$ cat config.mk
export PLATFORM = sky130hd
export DESIGN_NAME = dwb_front
export DESIGN_NICKNAME = d
export VERILOG_FILES = /design/src/rtl/core/dwb_pkg.sv /design/src/rtl/core/dwb_front.sv
export SDC_FILE = /design/constraint.sdc
export NUM_CORES = 2
export LEC_CHECK = 0
export BUFFER_PORTS_ARGS = -buffer_cell sky130_fd_sc_hd__buf_4
export CAP_MARGIN = 20
export CORE_ASPECT_RATIO = 0.5
export CORE_MARGIN = 2
export CORE_UTILIZATION = 63
export DETAILED_ROUTE_END_ITERATION = 10
export PLACE_DENSITY = 0.95
export SYNTH_ARGS = -nofsm -noshare
export SYNTH_HDL_FRONTEND = slang
export SYNTH_SLANG_ARGS = --single-unit
$ cat constraint.sdc
create_clock -name vclk -period 11.4
set_input_delay 0 -clock vclk [all_inputs]
set_output_delay 0 -clock vclk [all_outputs]
set_load 0.02 [all_outputs]
$ cat src/rtl/core/dwb_pkg.sv
// Shared types and constants for the dynamic window bounds block.
// Holds the item, queue entry and configuration structs and the register indexes.
// No dependencies.
package dwb_pkg;

	localparam int DATA_W = 32;
	localparam int UVAL_W = 31;
	localparam int PERIOD_W = 10;
	localparam int CFG_IDX_W = 3;
	localparam int PROD_W = UVAL_W + PERIOD_W;

	localparam int SQ_W = 33;
	localparam int PIPE_LATENCY = 2 * SQ_W + 6;

	typedef enum logic [CFG_IDX_W-1:0] {
		CFG_PERIOD = 3'd0,
		CFG_MAX_LIN_VEL = 3'd1,
		CFG_MAX_ANG_VEL = 3'd2,
		CFG_MAX_LIN_ACCEL = 3'd3,
		CFG_MAX_ANG_ACCEL = 3'd4,
		CFG_GOAL_X = 3'd5,
		CFG_GOAL_Y = 3'd6
	} cfg_idx_t;

	typedef struct packed {
		logic [PERIOD_W-1:0] period_ms;
		logic [UVAL_W-1:0] max_linear_velocity;
		logic [UVAL_W-1:0] max_angular_velocity;
		logic [UVAL_W-1:0] max_linear_accel;
		logic [UVAL_W-1:0] max_angular_accel;
		logic signed [DATA_W-1:0] goal_x;
		logic signed [DATA_W-1:0] goal_y;
	} cfg_t;

	localparam cfg_t CFG_RESET = '{
		period_ms: 10'd100,
		max_linear_velocity: 31'd32768,
		max_angular_velocity: 31'd65536,
		max_linear_accel: 31'd32768,
		max_angular_accel: 31'd65536,
		goal_x: 32'sd131072,
		goal_y: 32'sd65536
	};

	typedef struct packed {
		logic signed [DATA_W-1:0] forward_velocity;
		logic signed [DATA_W-1:0] turn_rate;
		logic signed [DATA_W-1:0] pos_x;
		logic signed [DATA_W-1:0] pos_y;
	} in_item_t;

	typedef struct packed {
		logic [UVAL_W-1:0] lin_low;
		logic [UVAL_W-1:0] lin_high;
		logic signed [DATA_W-1:0] ang_low;
		logic signed [DATA_W-1:0] ang_high;
	} out_item_t;

	typedef struct packed {
		logic signed [DATA_W-1:0] v;
		logic signed [DATA_W-1:0] w;
		logic [DATA_W-1:0] ux;
		logic [DATA_W-1:0] uy;
		logic [PROD_W-1:0] lin_prod;
		logic [PROD_W-1:0] ang_prod;
	} q_item_t;

endpackage

$ cat src/rtl/core/dwb_front.sv
// Front end: turns an odometry sample into a queue entry.
// Forms the goal distance components and the acceleration-period products.
// Depends on dwb_pkg.
module dwb_front
	import dwb_pkg::*;
(
	input in_item_t item,
	input cfg_t cfg,
	output q_item_t entry
);

	logic signed [DATA_W:0] dx;
	logic signed [DATA_W:0] dy;

	always_comb begin
		dx = (DATA_W+1)'(item.pos_x) - (DATA_W+1)'(cfg.goal_x);
		dy = (DATA_W+1)'(item.pos_y) - (DATA_W+1)'(cfg.goal_y);
		entry.v = item.forward_velocity;
		entry.w = item.turn_rate;
		entry.ux = dx[DATA_W] ? DATA_W'(-dx) : dx[DATA_W-1:0];
		entry.uy = dy[DATA_W] ? DATA_W'(-dy) : dy[DATA_W-1:0];
		entry.lin_prod = PROD_W'(cfg.max_linear_accel) * PROD_W'(cfg.period_ms);
		entry.ang_prod = PROD_W'(cfg.max_angular_accel) * PROD_W'(cfg.period_ms);
	end

endmodule

Word level (Yosys, flattened, before mapping)
Cells that the tools add are included.
{"block": "classes", "addsub": 4, "n_mul": 2, "n_mux": 2}
{"operator": "$mul A31 B10 Y41", "count": 2}
{"operator": "$sub A32 B32 Y33", "count": 2}
{"operator": "$mux W32", "count": 2}
{"operator": "$neg A32 Y32", "count": 2}
{"block": "word_totals", "register_bits": 0, "inputBits": 326, "output_inout_bits": 210}

Logic depth before layout (Yosys ltp)
{"block": "depth", "depth_word": 3, "ltp_mapped": 25, "ltp_nobuf": 23}

Least setup slack after synthesis
No wires, ideal clock.
{"block": "synth_path", "path_type": "input to output", "start": "input cfg[189] (netlist bit)", "end": "output entry[38] (netlist bit)", "t_arrival_ns": 6.094, "required_time_ns": 11.400, "path_slack_ns": 5.306, "cell_stages": 24, "path_buffers": 2, "path_cell_list": "clkbuf_1 > clkbuf_1 > nand2_1 > fa_1 > inv_1 > fa_1 > inv_1 > fa_1 > inv_1 > fa_1 > inv_1 > fa_1 > inv_1 > ha_1 > a2111oi_0 > o21ai_0 > a41o_1 > a21oi_1 > a31oi_1 > a221oi_1 > o21ai_0 > a31o_2 > and3b_1 > nor3_1"}
{"element": "from (decl)", "line_no": "dwb_front.sv:8", "source": "input cfg_t cfg,"}
{"element": "to (decl)", "line_no": "dwb_front.sv:9", "source": "output q_item_t entry"}

==> impl_metrics.yaml <==
placed_design:
  globalplace.congestion: 0.927
  dp_slack_ns: 4.34
  hpwl_mm: 51.3
  port-buffer-count: 346
cells_and_area:
  nClkBuffers: 0
  syn_to_final_growth_pct: 9.04
  final-seq-area_um2: 0
  nFlopsAndLatches: 0
  drive_gt1_share_pct: 11.8
  final_common_cell: "inv_1"
  nNetsFinal: 4228
  post-route-util_pct: 69.6
  final_cell_mix: "inv_1, fa_1, nand2_1"
sta:
  worst_pin_slew_ns: 1.32
  slew_headroom_pct: 12.0
  timing.fmax_mhz: 141
  setup_viol: 0
  setup_slack_ns: 4.29
  finalCritPeriodShare_pct: 62.4
  setup_tns_ns: 0
  rsz0062_at_grt: "no"
  fin_crit_ns: 7.11
  maxSlewViolCount: 0
  hold_viol_final: 0
pwr:
  p_seq_share_pct: 0
  power_w: 0.00907
  power.switching_w: 0.00517
  switching_share_pct: 57.0
  power_leakage_nw: 14.4
  p_comb_share_pct: 100.0
  p_clk_share_pct: 0
  ir_drop_uv: 664
  p_per_area_nw_per_um2: 335
  p_int_w: 0.00390
synth:
  synth_area_leaders: "fa_1, ha_1, inv_1, and2_1, nand2_1"
  yosysUniqueCellTypes: 81
  synth_nets: 4090
  synth_area_um2: 24800
  syn_inst: 3084
  yosysTopAreaCell: "fa_1"
  ys.warnings.count: 0
  synth_top_area_share_pct: 37.3
  synth_area_per_cell_um2: 8.04
  yosysSeqAreaShare_pct: 0
floorplan:
  coreArea_um2: 38900
  start_util_pct: 63.8
  die_h_um: 144
  ios: 536
  row_count: 51
  die_width_um: 285
  die_area_um2: 41100
worst_setup_path:
  cpMaxStageDelayCell: "a221oi_1"
  required_ns: 11.40
  cpLargestDelayFamily: "adder cells"
  critPathMaxStageDelay_ns: 0.80
  criticalPathCategory: "in -> out"
  cp-start-kind: "input port"
  crit_path_end_kind: "output port"
  path_buf_inv: 5
  crit_path_start: "cfg[189]"
  path_max_fanout: 62
  cp_common_cell: "fa_1"
  crit_chain: "buf_4 -> nand2_1 -> fa_1 -> inv_1 -> fa_1 -> fa_1 -> fa_1 -> inv_1 -> fa_1 -> inv_1 -> ha_1 -> a21o_1 -> nor4b_1 -> o311ai_0 -> a31oi_1 -> o211ai_1 -> a221oi_1 -> or3_1 -> and2_1 -> o21ai_0 -> a211oi_1 -> buf_4"
  crit_arrival_ns: 7.11
run:
  cap_violations: 0
status:
  status: "finished, final reports clean"
route:
  vias_per_cell: 5.82
  ant_nets: 0
  wire_per_inst_um: 17.0
  drc: 0
  first_pass_iters: 5
  wl_mm: 63.6
  dr.first_iter.drc_count: 1341
  vias: 21800
global_routing:
  track_usage_pct: 30.8
  overflow: 0
  grt_pass1_wl_mm: 105
  antenna_found_initial: 3
  grt_pass1_vias: 22800
  grt_max_degree: 63
clock_network:
  postCtsSetupBuffers: 0
  cts-resized-gates: 0
  ctsHoldBuffers: 0
hold_path:
  min_from: "item[86]"
  hold_path_class: "in -> out"
==> Yosys cell counts, types with 6 or more instances <==
cell type and n:
a21o_1 75, nand3_1 32, nor3_1 25, or4_1 6
and2_1 324, a311oi_1 8, o31ai_1 10, fa_1 462
nand2_1 403, ha_1 218, a31oi_1 25, a211oi_1 9
inv_1 558, xor2_1 56, or3_1 13, a221oi_1 7
o21ai_0 69, o21a_1 13, a21boi_0 7, nand2b_1 12
a211o_1 6, a21oi_1 148, buf_4 64, o21bai_1 26
buf_1 26, o21ai_1 6, and3_1 14, nand4_1 11
clkbuf_1 117, xnor2_1 120, nor2b_1 18, nor2_1 89
o211ai_1 12
==> final timing paths <==
check	end	depth (start not counted)	slack (ns)
setup / recovery	entry[77]	22	4.29
hold / removal	entry[168]	0	0.000006
==> logic make-up (layout without fill, tap and decap cells) <==
group           count (synthesis)  in the layout  share of synthesized area (%)
compound gates                470            470                           12.6
buf+inv                       768            904                           12.6
mux                             6              6                          0.252
other cells                     0              3                              0
fa+ha+maj                     680            680                           48.3
simple gates                  983            983                           20.0
xor+xnor                      177            177                           6.30
==> power groups by stage <==
| stage | registers [W] | clock network (W) | logic (W) |
|---|---|---|---|
| after floorplan | 0 | 0 | 0.00625 |
| after global placement | 0 | 0 | 0.00875 |
| after detailed placement | 0 | 0 | 0.00901 |
| after CTS | 0 | 0 | 0.00906 |
| after global routing | 0 | 0.0000000000352 | 0.00999 |
| final | 0 | 0.0000000000353 | 0.00907 |
==> through the flow <==
stage	cells	hold slack, ns	instance area, um2
finish	3753	0.00000644	27100
global route	3753	0.0000292	27100
CTS	3750	0.000137	27000
floorplan	3084	0.113	24800
detailed placement	3750	0.000137	27000
global placement	3750	0.000137	27000
==> metal layers <==
metal	routed length [um]	global-route usage, %	vias up
met5	0	0	-
met3	4590	3.86	204
met4	2140	11.8	0
li1	-	-	9838
met1	23600	36.0	10800
met2	33300	58.1	1002
==> layout make-up <==
cell class	count	area, um2
multi-input combinational	2316	21700
fill	2931	11800
timing repair buffer	346	2600
inverter	558	2090
tap	530	663
antenna	3	7.51
(Power assumes the default switching activity.)
