### src/rtl/core/dwb_pkg.sv
// Shared types and constants for the dynamic window bounds block.
// Holds the item, queue entry and configuration structs and the register indexes.
// No dependencies.
package dwb_pkg;

	localparam int DATA_W = 32;
	localparam int UVAL_W = 31;
	localparam int PERIOD_W = 10;
	localparam int CFG_IDX_W = 3;
	localparam int PROD_W = UVAL_W + PERIOD_W;

	localparam int SQ_W = 33;
	localparam int PIPE_LATENCY = 2 * SQ_W + 6;

	typedef enum logic [CFG_IDX_W-1:0] {
		CFG_PERIOD = 3'd0,
		CFG_MAX_LIN_VEL = 3'd1,
		CFG_MAX_ANG_VEL = 3'd2,
		CFG_MAX_LIN_ACCEL = 3'd3,
		CFG_MAX_ANG_ACCEL = 3'd4,
		CFG_GOAL_X = 3'd5,
		CFG_GOAL_Y = 3'd6
	} cfg_idx_t;

	typedef struct packed {
		logic [PERIOD_W-1:0] period_ms;
		logic [UVAL_W-1:0] max_linear_velocity;
		logic [UVAL_W-1:0] max_angular_velocity;
		logic [UVAL_W-1:0] max_linear_accel;
		logic [UVAL_W-1:0] max_angular_accel;
		logic signed [DATA_W-1:0] goal_x;
		logic signed [DATA_W-1:0] goal_y;
	} cfg_t;

	localparam cfg_t CFG_RESET = '{
		period_ms: 10'd100,
		max_linear_velocity: 31'd32768,
		max_angular_velocity: 31'd65536,
		max_linear_accel: 31'd32768,
		max_angular_accel: 31'd65536,
		goal_x: 32'sd131072,
		goal_y: 32'sd65536
	};

	typedef struct packed {
		logic signed [DATA_W-1:0] forward_velocity;
		logic signed [DATA_W-1:0] turn_rate;
		logic signed [DATA_W-1:0] pos_x;
		logic signed [DATA_W-1:0] pos_y;
	} in_item_t;

	typedef struct packed {
		logic [UVAL_W-1:0] lin_low;
		logic [UVAL_W-1:0] lin_high;
		logic signed [DATA_W-1:0] ang_low;
		logic signed [DATA_W-1:0] ang_high;
	} out_item_t;

	typedef struct packed {
		logic signed [DATA_W-1:0] v;
		logic signed [DATA_W-1:0] w;
		logic [DATA_W-1:0] ux;
		logic [DATA_W-1:0] uy;
		logic [PROD_W-1:0] lin_prod;
		logic [PROD_W-1:0] ang_prod;
	} q_item_t;

endpackage

### src/rtl/core/dwb_queue.sv
// Short FIFO between the front end and the arithmetic back end.
// Register array with read and write pointers and an occupancy count.
// Depends on dwb_pkg.
module dwb_queue
	import dwb_pkg::*;
#(
	parameter int DEPTH = 4
) (
	input logic clk,
	input logic arst_n,
	input logic push,
	input q_item_t wdata,
	input logic pop,
	output q_item_t rdata,
	output logic empty,
	output logic full
);

	localparam int PTR_W = (DEPTH > 1) ? $clog2(DEPTH) : 1;
	localparam int CNT_W = $clog2(DEPTH + 1);

	q_item_t mem_q [DEPTH];
	logic [PTR_W-1:0] wr_ptr_q;
	logic [PTR_W-1:0] rd_ptr_q;
	logic [CNT_W-1:0] count_q;
	logic do_push;
	logic do_pop;

	assign do_push = push && !full;
	assign do_pop = pop && !empty;
	assign empty = (count_q == '0);
	assign full = (count_q == CNT_W'(DEPTH));
	assign rdata = mem_q[rd_ptr_q];

	always_ff @(posedge clk) begin
		if (do_push) begin
			mem_q[wr_ptr_q] <= wdata;
		end
	end

	always_ff @(posedge clk or negedge arst_n) begin
		if (!arst_n) begin
			wr_ptr_q <= '0;
			rd_ptr_q <= '0;
			count_q <= '0;
		end else begin
			if (do_push) begin
				wr_ptr_q <= (wr_ptr_q == PTR_W'(DEPTH - 1)) ? '0 : wr_ptr_q + 1'b1;
			end
			if (do_pop) begin
				rd_ptr_q <= (rd_ptr_q == PTR_W'(DEPTH - 1)) ? '0 : rd_ptr_q + 1'b1;
			end
			count_q <= count_q + CNT_W'(do_push) - CNT_W'(do_pop);
		end
	end

endmodule

### config.mk
export PLATFORM = sky130hd
export DESIGN_NAME = dwb_queue
export DESIGN_NICKNAME = d
export VERILOG_FILES = /design/src/rtl/core/dwb_pkg.sv /design/src/rtl/core/dwb_queue.sv
export SDC_FILE = /design/constraint.sdc
export NUM_CORES = 1
export LEC_CHECK = 0
export BUFFER_PORTS_ARGS = -buffer_cell sky130_fd_sc_hd__buf_2
export CAP_MARGIN = 40
export CORE_ASPECT_RATIO = 1.4
export CORE_UTILIZATION = 29
export DETAILED_ROUTE_END_ITERATION = 10
export HOLD_SLACK_MARGIN = 0.15
export PLACE_DENSITY_LB_ADDON = 0.25
export SLEW_MARGIN = 10
export SYNTH_ARGS = -nofsm -noshare
export SYNTH_HDL_FRONTEND = slang
export SYNTH_SLANG_ARGS = --single-unit
### constraint.sdc
create_clock -name clk -period 11.05 [get_ports clk]
set_clock_uncertainty 0.2 [all_clocks]
set_input_delay 2.21 -clock clk [delete_from_list [all_inputs] [get_ports clk]]
set_output_delay 2.21 -clock clk [all_outputs]
set_load 0.01 [all_outputs]
# After elaboration in Yosys (flattened, before gate mapping)
# Memories as Yosys holds them, arrays and structs flattened.
# Index checks and enable logic that the tools add are counted.
[op_classes]
add_sub_neg = 4
n_eq_ne = 3
mux = 4
n_reduce_logical = 5
[op_table]
columns = ["cell", "count"]
rows = [
  ["$add 2x1->2 const B", 2],
  ["$eq 2x2->1 const B", 2],
  ["$mux 2", 2],
  ["$add 3x1->3", 1],
  ["$eq 3x3->1 const B", 1],
  ["$logic_not 3->1", 1],
  ["$sub 3x1->3", 1],
  ["$logic_and 1x1->1", 2],
  ["$logic_not 1->1", 2],
  ["$mux 1", 2],
]
[totals]
register_bits = 7
ramBits = 840
input_bits = 214
out_inout_bits = 212
elab_cells = 20
mem_count = 1
[mem_list]
columns = ["name", "depth", "width", "read_ports", "rd_ports_with_merged_regs", "write_ports", "line_no", "rtl"]
rows = [
  ["mem_q", 4, 210, 1, 0, 1, "dwb_queue.sv:22", "q_item_t mem_q [DEPTH];"],
]

# Depth between registers and ports, before layout
# Gate-level depths: netlist of run 1.
[depth]
word_depth = 5
mapped_depth = 9
mapped_depth_nobuf = 9

# Worst setup path before layout of run 1
# No wires, ideal clock.
[synth_path]
path_kind = "input-to-reg"
from = "input port push"
to = "memory mem_q[0][0] (netlist name), enable pin"
setup_time_ns = 0.597
t_arrival_ns = 7.328
required_time_ns = 10.253
path_slack_ns = 2.926
path_stages = 2
n_path_buf = 0
cell_sequence = "nor2b_1 > and2_1"
[synth_via]
elab_chain_cells = 3
[synth_rtl]
columns = ["item", "line_no", "rtl"]
rows = [
  ["start: declaration", "dwb_queue.sv:11", "input logic push,"],
  ["$logic_and 1x1->1", "dwb_queue.sv:29", "assign do_push = push && !full;"],
  ["$mux 1", "dwb_queue.sv:36", "if (do_push) begin"],
  ["$mux 1 (not written as such)", "dwb_queue.sv:37", "mem_q[wr_ptr_q] <= wdata;"],
  ["end: declaration", "dwb_queue.sv:22", ""],
]
# Every way passes these cells.

==> results.py, run 1 <==
metrics = {
    "routing": {
        "wl_per_cell_um": 21.9,
        "top_layer": "met5",
        "ant_nets": 0,
        "wl_met1_um": 26300,
        "dr.pass1.iters": 5,
        "wl_met3_um": 4920,
        "drc": 0,
        "routed_wl_um": 67100,
        "drt_iter0_drc": 655,
        "num_vias": 13729,
        "viasPerCell": 4.48,
        "route.met2.wl_um": 34100,
    },
    "worst_hold_path": {
        "hold_depth": 1,
        "hold_path.class": "reg2reg",
    },
    "logic_synthesis": {
        "synth_cells": 1136,
        "yosys_warnings": 0,
        "synth_top_area_share_pct": 82.0,
        "seq_area_frac_synth_pct": 82.6,
        "syn_nets": 1358,
        "syn_area_um2": 30800,
        "avgSynthCellArea_um2": 27.1,
        "synth.area.top_cells": "edfxtp_1 (82%), mux4_2 (15%), buf_6 (0.77%)",
        "yosys.area.top_type": "edfxtp_1",
        "synth_seq_cells": 847,
        "synth.distinct_cells": 22,
    },
    "critical_path": {
        "crit_path_start_kind": "flip-flop",
        "crit_type": "reg2out",
        "worst-endpoint-required_ps": 8640,
        "rr_worst_depth": 6,
        "endpoint_kind": "primary output",
        "worstPathMaxFanout": 37,
        "critical_path_arrival_ps": 3730,
    },
    "global_route": {
        "antenna_found_initial": 21,
        "grt_overflow": 0,
        "grt_pass1_vias": 14965,
        "grt_pass1_wl_um": 100000,
        "grt_use_total_pct": 12.6,
        "grt_max_degree": 80,
    },
    "sta": {
        "fmax_mhz": 163,
        "hold_viol_final": 0,
        "fin_crit_sh_pct": 55.6,
        "fin_crit_ps": 6140,
        "finalMaxSlewViolations": 0,
        "rsz0062_at_grt": "no",
        "finalSetupViolations": 0,
        "fin_tns_setup_ps": 0,
        "slew_headroom_pct": 48.8,
        "worstMarginPinSlew_ps": 768,
    },
    "clocking": {
        "clock_latency_ps": 640,
        "clockRootBuffer": "clkbuf_16",
        "clk_pin_slew_ps": 60,
        "cts_max_level": 3,
        "cts_buffer_depth": 3,
        "tritoncts": "done",
        "cts_setup_buffers": 0,
        "cts_resized": 0,
        "clock-sinks": 847,
        "postCtsHoldBufs": 0,
        "cts_made_buffers": 84,
    },
    "final_layout": {
        "utilization_pct": 35.7,
        "num-fill-cells": 9669,
        "drive_gt1_share_pct": 46.9,
        "nets": 1859,
        "syn2layout_area_growth_pct": 22.1,
    },
    "power_and_ir_drop": {
        "leakage_nw": 12.5,
        "p_per_area_nw_per_um2": 270,
        "ir_worst_vdd_mv": 0.239,
        "power_mw": 10.1,
    },
    "die": {
        "core_um2": 105000,
        "die_h_um": 387,
        "chipWidth_um": 277,
        "ios": 426,
        "start_util_pct": 29.2,
        "num_rows": 141,
        "die_area_um2": 107000,
    },
    "placement": {
        "place.gp.congestion": 0.715,
        "place.port_buffers": 425,
        "dp_hpwl_um": 42700,
    },
    "status": {
        "status": "completed",
    },
    "flow_run": {
        "drv_cap": 0,
    },
}
## per-layer routing
layer	vias to the layer above	GRT usage (%)
li1	5961	-
met1	7224	15.0
met2	394	21.0
met3	118	4.23
met4	32	4.66
met5	-	0
## worst max-delay path, stage by stage (launching register included)
cell	delay [ps]
dfrtp_4	820
buf_4	680
buf_4	720
mux4_2	600
buf_2	160
## area by class of cell
cell class	instances	area [um^2]	share of cell area (%)
diodes	3	7.51	0.0200
multi-input cells	235	4970	13.2
clock buffers	101	2220	5.91
inverters	7	26.3	0.0700
flip-flops and latches	847	25400	67.6
repair buffers	462	2760	7.34
clock inverters	54	477	1.27
well taps	1358	1700	4.52
## cells by family (layout without fill, tap and decap cells)
| group | count (synthesis) | in the layout | share of synthesized area, % |
|---|---|---|---|
| XOR/XNOR | 2 | 2 | 0.0570 |
| other | 0 | 3 | 0 |
| flip-flops | 847 | 847 | 82.6 |
| adder cells (fa/ha/maj) | 8 | 8 | 0.350 |
| AO/OA/AOI/OAI | 1 | 1 | 0.0204 |
| multiplexers | 213 | 213 | 15.5 |
| buffers and inverters | 54 | 624 | 1.28 |
| AND/OR/NAND/NOR | 11 | 11 | 0.216 |
## cells in the final DEF, fill, tap and decap left out, types with 4 or more instances in the layout
cell type	n
ha_1	7
mux4_2	210
buf_16	15
buf_2	425
and2_4	4
dfrtp_1	5
bufinv_16	5
edfxtp_1	840
clkbuf_16	86
buf_12	4
buf_4	18
clkinv_1	22
clkinv_2	13
clkbuf_1	14
clkinvlp_4	5
inv_1	7
## state kept, by name, summed over array words and instances, names as in the netlist
name and cells:
count_q 3, mem_q 840, rd_ptr_q 2, wr_ptr_q 2
## Yosys cell counts
library cell,instances
and2_1,4
buf_1,1
buf_2,20
buf_4,2
buf_6,21
clkbuf_1,3
dfrtp_1,7
edfxtp_1,840
fa_1,1
ha_1,7
inv_1,7
mux2_1,1
mux2_2,2
mux4_2,210
nand2_1,1
nand2b_1,1
nor2_1,2
nor2b_1,1
nor3_1,1
nor3b_2,1
o22ai_1,1
xnor2_1,2
## through the flow
stage	hold WS [ps]	std cells	cell area, um^2	setup slack, ps
2_1_floorplan	323	1136	30800	2930
3_3_place_gp	334	2891	34400	5460
3_5_place_dp	362	2908	34800	5420
4_1_cts	376	3063	37500	4670
5_1_grt	410	3065	37600	4570
6_report	372	3067	37600	4910
## path summary, 6_finish.rpt
check / from / to / slack (ps)
worst max-delay path: rd_ptr_q[0]$_DFFE_PN0P_ / rdata[105] / 4910
worst min-delay path: count_q[0]$_DFF_PN0_ / count_q[0]$_DFF_PN0_ / 370
worst max register to register: count_q[2]$_DFF_PN0_ / mem_q[3][52]$_DFFE_PP_ / 8010
worst min register to register: count_q[0]$_DFF_PN0_ / count_q[0]$_DFF_PN0_ / 370
max in group asynchronous: arst_n / rd_ptr_q[0]$_DFFE_PN0P_ / 9260
min in group asynchronous: arst_n / count_q[0]$_DFF_PN0_ / 1200
## power by group
group	internal, mW	total (mW)	switching [mW]
combinational	1.33	2.96	1.63
clock	1.56	2.76	1.20
sequential	4.22	4.41	0.189
total	7.11	10.1	3.02
Power figures use the tool's default switching activity.
==> run 2: changes to the inputs <==
--- a/config.mk
+++ b/config.mk
@@ -5,6 +5,7 @@
 export SDC_FILE = /design/constraint.sdc
 export NUM_CORES = 1
 export LEC_CHECK = 0
+export ABC_AREA = 1
 export BUFFER_PORTS_ARGS = -buffer_cell sky130_fd_sc_hd__buf_2
 export CAP_MARGIN = 40
 export CORE_ASPECT_RATIO = 1.4
==> constraint.sdc (replaced) <==
create_clock -name clk -period 5.9 [get_ports clk]
set_clock_uncertainty 0.2 [all_clocks]
set_input_delay 1.18 -clock clk [delete_from_list [all_inputs] [get_ports clk]]
set_output_delay 1.18 -clock clk [all_outputs]
set_load 0.01 [all_outputs]
==> run 2 against run 1 <==
Against the previous run: utilization is 0.88 points lower; sequential share of layout area is 5.5 points lower; non-clock buffer count is 5 lower; via count is 44% higher; total power is 100% higher; clock-buffer cell count is 2 higher; wire length is 17% higher; register-to-register slack worse by 4800 ps; area after synthesis is 12% higher; first-iteration DRC count is 32% higher; critical path depth is 1 higher; cell count is 49% higher; critical path type unchanged; largest power group unchanged.
==> results.py, run 2 <==
metrics = {
    "status": {
        "status": "completed",
    },
    "die": {
        "chipWidth_um": 293,
        "ios": 426,
        "die_area_um2": 120000,
        "start_util_pct": 29.2,
        "core_um2": 118000,
        "num_rows": 149,
        "die_h_um": 409,
    },
    "final_layout": {
        "syn2layout_area_growth_pct": 19.1,
        "largest_reg_flops": 840,
        "multi_input_area_um2": 6470,
        "fin_cells": 4579,
        "regArea_um2": 25400,
        "nets": 3136,
        "num-fill-cells": 11378,
        "final_cell_mix": "edfxtp_1 (840), nand2_1 (647), inv_1 (433)",
        "top_register": "mem_q",
        "final_common_cell": "edfxtp_1",
        "drive_gt1_share_pct": 24.5,
        "largestRegisters": "mem_q: 840 flops, count_q: 3 flops",
    },
    "power_and_ir_drop": {
        "clkPwrFrac_pct": 26.1,
        "p_int_mw": 13.2,
        "power_switching_mw": 7.36,
        "leakage_nw": 15.9,
        "combPwrFrac_pct": 33.9,
        "ir_worst_vdd_mv": 0.287,
        "p_per_area_nw_per_um2": 502,
        "switching_share_pct": 35.8,
        "p_seq_share_pct": 40.1,
    },
    "logic_synthesis": {
        "synth_edf_count": 840,
        "syn_area_um2": 34300,
        "yosys.area.top_type": "edfxtp_1",
        "synth.area.top_cells": "edfxtp_1 (73%), nand2_1 (7.1%), o211ai_1 (6.1%)",
        "synth.distinct_cells": 17,
        "yosys_warnings": 0,
        "avgSynthCellArea_um2": 13.7,
        "synth_cells": 2509,
        "synthFlopType": "edfxtp_1",
        "seq_area_frac_synth_pct": 73.9,
        "synth_top_area_share_pct": 73.4,
        "synthArstFlopShare_pct": 0.826,
        "synth_common_cells": "edfxtp_1 (840), nand2_1 (647), inv_1 (433)",
        "synth_seq_cells": 847,
        "synth.most_common_cell": "edfxtp_1",
        "syn_nets": 2731,
    },
    "global_route": {
        "grt_max_degree": 210,
        "grt_overflow": 0,
        "grt_use_total_pct": 12.9,
        "grt_pass1_wl_um": 118000,
        "antenna_found_initial": 31,
        "grt_pass1_vias": 19684,
    },
    "placement": {
        "dpl.cell_count": 4409,
        "place.port_buffers": 425,
        "dp_slack_ps": 2250,
        "place.gp.congestion": 0.707,
        "dp_hpwl_um": 46200,
    },
    "clocking": {
        "clock-sinks": 847,
        "cts_buffer_depth": 3,
        "cts_max_level": 3,
        "tritoncts": "done",
        "clk_pin_slew_ps": 60,
        "clockRootBuffer": "clkbuf_16",
        "cts_setup_buffers": 0,
        "clock_latency_ps": 630,
        "cts_made_buffers": 87,
    },
    "critical_path": {
        "max_stage_delay_ps": 770,
        "path_common_cell": "nand2_1",
        "rr_worst_depth": 5,
        "path_buf_inv": 2,
        "crit_path_start_kind": "flip-flop",
        "worst-endpoint-required_ps": 4520,
        "critical_path_arrival_ps": 2910,
        "endpoint_kind": "primary output",
        "crit_type": "reg2out",
        "worstPathCellList": "buf_12 -> nand2_1 -> o211ai_2 -> nand2_1 -> buf_2",
        "cp.depth": 5,
        "path_delay_family": "flip-flops",
        "slowest_stage": "dfrtp_4",
        "worstPathMaxFanout": 209,
    },
    "sta": {
        "rsz0062_at_grt": "no",
        "post-route-worst-setup-slack_ps": 1610,
        "fin_crit_ps": 4290,
        "finalMaxSlewViolations": 0,
        "fin_crit_sh_pct": 72.8,
        "slew_headroom_pct": 15.8,
        "finalSetupViolations": 0,
        "fmax_mhz": 233,
        "hold_viol_final": 0,
        "worstMarginPinSlew_ps": 1260,
    },
    "worst_hold_path": {
        "hold_depth": 1,
        "hold_path.class": "reg2reg",
    },
    "routing": {
        "ant_nets": 0,
        "wl_per_cell_um": 17.1,
        "dr.pass1.iters": 4,
        "drc": 0,
        "num_vias": 19787,
        "routed_wl_um": 78200,
        "drt_iter0_drc": 866,
        "viasPerCell": 4.32,
    },
    "flow_run": {
        "drv_cap": 0,
    },
}
-- run 2: path summary, 6_finish.rpt --
kind | startpoint | endpoint | slack (ps)
max reg2reg | count_q[1]$_DFF_PN0_ | mem_q[1][1]$_DFFE_PP_ | 3170
max | rd_ptr_q[0]$_DFFE_PN0P_ | rdata[44] | 1610
min | count_q[0]$_DFF_PN0_ | count_q[0]$_DFF_PN0_ | 310
min reg2reg | count_q[0]$_DFF_PN0_ | count_q[0]$_DFF_PN0_ | 310
min in group asynchronous | arst_n | count_q[1]$_DFF_PN0_ | 740
max in group asynchronous | arst_n | rd_ptr_q[0]$_DFFE_PN0P_ | 4560
-- run 2: cell families after synthesis --
| logic type | after synthesis | synth area share (%) |
|---|---|---|
| adders and majority gates | 8 | 0.313 |
| and+or+nand+nor | 659 | 7.23 |
| DFF | 847 | 73.9 |
| buffers and inverters | 575 | 7.30 |
| AOI/OAI and AO/OA | 420 | 11.2 |
-- run 2: worst reg2reg max path: stages (launching register included) --
cell	delay [ps]
dfrtp_1	370
nor2_1	70
nand2_1	130
nand2_1	300
nor2_4	720
buf_4	560
-- run 2: area by class of cell --
type | count | share of cell area [%]
flip-flops and latches | 847 | 62.1
multi-input cells | 1087 | 15.8
repair buffers | 457 | 6.39
clock buffers | 103 | 5.52
well taps | 1585 | 4.85
inverters | 434 | 4.00
clock inverters | 59 | 1.27
diodes | 7 | 0.0428
-- run 2: what timing repair did --
item                                    4_1_cts  5_1_grt
hold endpoints to repair                      7        0
endpoints found under the setup margin        0        0
gates resized for setup                       0        0
hold buffers                                  1        0
-- run 2: per-layer routing --
layer | track usage, % | part of all wire [%] | vias up | wire length (um)
li1 | - | - | 9582 | -
met1 | 15.3 | 42 | 9590 | 32500
met2 | 22.0 | 49 | 420 | 38100
met3 | 4.10 | 7.1 | 153 | 5550
met4 | 4.41 | 2.3 | 42 | 1800
met5 | 0 | 0.38 | - | 300
-- run 2: power by group through the flow --
stage	combinational [mW]	sequential, mW	clock, mW
after floorplan	4.60	8.46	0
after global placement	7.13	8.35	0
after detailed placement	7.18	8.37	0
after CTS	7.19	8.25	5.55
after global routing	7.73	8.33	5.75
final	6.95	8.23	5.36
-- run 2: through the flow --
step | power [mW] | TNS (ps) | utilization [%] | instance area [um^2] | hold WS (ps)
detailed placement | 15.6 | 0 | 32.4 | 38100 | 303
global placement | 15.5 | 0 | 32.4 | 38100 | 297
global route | 21.8 | 0 | 34.8 | 40900 | 338
floorplan | 13.1 | -1346650 | - | 34400 | 279
CTS | 21.0 | 0 | 34.8 | 40900 | 316
finish | 20.5 | 0 | 34.8 | 40900 | 310
==> run 3: changes to the inputs <==
--- a/config.mk
+++ b/config.mk
@@ -5,7 +5,7 @@
 export SDC_FILE = /design/constraint.sdc
 export NUM_CORES = 1
 export LEC_CHECK = 0
-export ABC_AREA = 1
+export ABC_AREA = 0
 export BUFFER_PORTS_ARGS = -buffer_cell sky130_fd_sc_hd__buf_2
 export CAP_MARGIN = 40
 export CORE_ASPECT_RATIO = 1.4
==> constraint.sdc (replaced) <==
create_clock -name clk -period 4.15 [get_ports clk]
set_clock_uncertainty 0.2 [all_clocks]
set_input_delay 0.83 -clock clk [delete_from_list [all_inputs] [get_ports clk]]
set_output_delay 0.83 -clock clk [all_outputs]
set_load 0.01 [all_outputs]
==> run 3 against run 2 <==
Against the previous run: register-to-register slack worse by 1700 ps; cell area is 3.0% lower; sequential cell count stayed put; first-iteration DRC count is 0.35% lower; clock-buffer cell count is 5 lower; worst hold slack worse by 86 ps; sequential power is 42% higher.
==> results.py, run 3 (synthesized netlist as in run 1, its figures left out) <==
metrics = {
    "status": {
        "status": "completed",
    },
    "final_layout": {
        "fin_cells": 3286,
        "nets": 2081,
        "fin_area_um2": 39700,
        "top_register": "mem_q",
        "final_cell_mix": "edfxtp_1 (840), buf_2 (425), dlygate4sd3_1 (211)",
        "final_common_cell": "edfxtp_1",
        "drive_gt1_share_pct": 41.9,
        "largest_reg_flops": 840,
        "syn2layout_area_growth_pct": 29.0,
        "largestRegisters": "mem_q: 840 flops, count_q: 3 flops",
    },
    "routing": {
        "viasPerCell": 4.47,
        "dr.pass1.iters": 7,
        "drc": 0,
        "ant_nets": 0,
        "drt_iter0_drc": 863,
        "num_vias": 14699,
        "wl_per_cell_um": 21.1,
        "routed_wl_um": 69200,
    },
    "power_and_ir_drop": {
        "leakage_nw": 13.4,
        "p_per_area_nw_per_um2": 689,
        "ir_worst_vdd_mv": 0.377,
    },
    "sta": {
        "holdWs_ps": 224,
        "finalSetupViolations": 0,
        "slew_headroom_pct": 54.7,
        "hold_viol_final": 0,
        "fmax_mhz": 273,
        "fin_crit_sh_pct": 88.3,
        "fin_tns_setup_ps": 0,
        "finalMaxSlewViolations": 0,
        "fin_crit_ps": 3660,
        "worstMarginPinSlew_ps": 679,
        "rsz0062_at_grt": "no",
    },
    "placement": {
        "place_area_um2": 34900,
        "place.gp.congestion": 0.729,
        "dp_hpwl_um": 42600,
        "dpl.cell_count": 2919,
        "place.port_buffers": 425,
    },
    "critical_path": {
        "worstPathMaxFanout": 21,
        "path_delay_family": "flip-flops",
        "worst-endpoint-required_ps": 3120,
        "path_buf_inv": 2,
        "max_stage_delay_ps": 710,
        "endpoint_kind": "primary output",
        "slowest_stage": "dfrtp_4",
        "critical_path_arrival_ps": 2630,
        "crit_path_start_kind": "flip-flop",
        "crit_type": "reg2out",
        "worstPathCellList": "buf_4 -> mux4_2 -> buf_2",
    },
    "clocking": {
        "clk_pin_slew_ps": 60,
        "cts_setup_buffers": 0,
        "clockRootBuffer": "clkbuf_16",
        "clock_latency_ps": 660,
        "cts_made_buffers": 85,
        "tritoncts": "done",
        "cts_resized": 0,
        "cts_max_level": 3,
        "clock-sinks": 847,
        "postCtsHoldBufs": 211,
        "cts_buffer_depth": 3,
    },
    "global_route": {
        "grt_pass1_vias": 16459,
        "grt_use_total_pct": 13.0,
        "grt_overflow": 0,
        "antenna_found_initial": 8,
        "grt_max_degree": 81,
        "grt_pass1_wl_um": 104000,
    },
    "die": {
        "die_h_um": 387,
        "start_util_pct": 29.2,
        "die_area_um2": 107000,
        "ios": 426,
        "chipWidth_um": 277,
        "core_um2": 105000,
        "num_rows": 141,
    },
    "flow_run": {
        "drv_cap": 0,
    },
    "worst_hold_path": {
        "hold_path.class": "in2reg",
    },
}
==> run 3: cell types whose count changed in the layout (fill, tap and decap cells not counted), sizes merged, moves of 3 or more <==
cell	delta
o211ai	-420
inv	-423
nor2	-5
diode	-5
nand3	-4
clkinvlp	-5
mux2	+3
nand2	-646
buf	+16
clkbuf	-5
and2	+4
mux4	+210
dlygate4sd3	+210
==> run 3: tightest hold or removal path, delay by kind of cell <==
kind                   cells  cell delay (ps)
buffers and inverters      1              100
AOI/OAI and AO/OA          1               60
and+or+nand+nor            1               50
==> run 3: cell type report <==
cell class	instances	area [um^2]
Inverter	7	26.3
Antenna cell	2	5.00
Clock buffer	98	2200
Clock inverter	56	485
Timing Repair Buffer	683	4880
Tap cell	1358	1700
Sequential cell	847	25400
Multi-Input combinational cell	235	4970
Fill cell	9648	65700
==> run 3: per-stage QoR <==
| stage | utilization, % | total power [mW] | setup slack, ps |
|---|---|---|---|
| floorplan | - | 16.8 | -255 |
| global placement | 33.1 | 20.1 | 1080 |
| detailed placement | 33.1 | 20.2 | 1080 |
| CTS | 37.7 | 27.9 | 330 |
| global route | 37.7 | 28.6 | 273 |
| finish | 37.7 | 27.3 | 485 |
==> run 3: metal layers <==
layer  up-vias  GRT usage [%]  wire length (um)
li1       6396              -                 -
met1      7750           15.4             27800
met2       434           22.2             35100
met3       111           3.64              4400
met4         8           4.97              1880
met5         -              0                55
==> run 3: path summary, 6_finish.rpt <==
kind / cells after the start / startpoint / to / slack (ps)
max: 3 / rd_ptr_q[0]$_DFFE_PN0P_ / rdata[14] / 490
min: 3 / push / wr_ptr_q[1]$_DFFE_PN0P_ / 220
max reg2reg: 4 / count_q[2]$_DFF_PN0_ / mem_q[3][125]$_DFFE_PP_ / 1520
min reg2reg: 1 / count_q[0]$_DFF_PN0_ / count_q[0]$_DFF_PN0_ / 360
max in group asynchronous: 2 / arst_n / rd_ptr_q[1]$_DFFE_PN0P_ / 3200
min in group asynchronous: 2 / arst_n / wr_ptr_q[1]$_DFFE_PN0P_ / 360
==> run 3: power by group <==
group / leakage, nW / total (mW) / internal [mW] / switching [mW]
Sequential: 7.77 / 11.7 / 11.2 / 0.463
Combinational: 4.34 / 8.18 / 3.70 / 4.48
Clock: 1.31 / 7.43 / 4.20 / 3.23
Total: 13.4 / 27.3 / 19.1 / 8.18
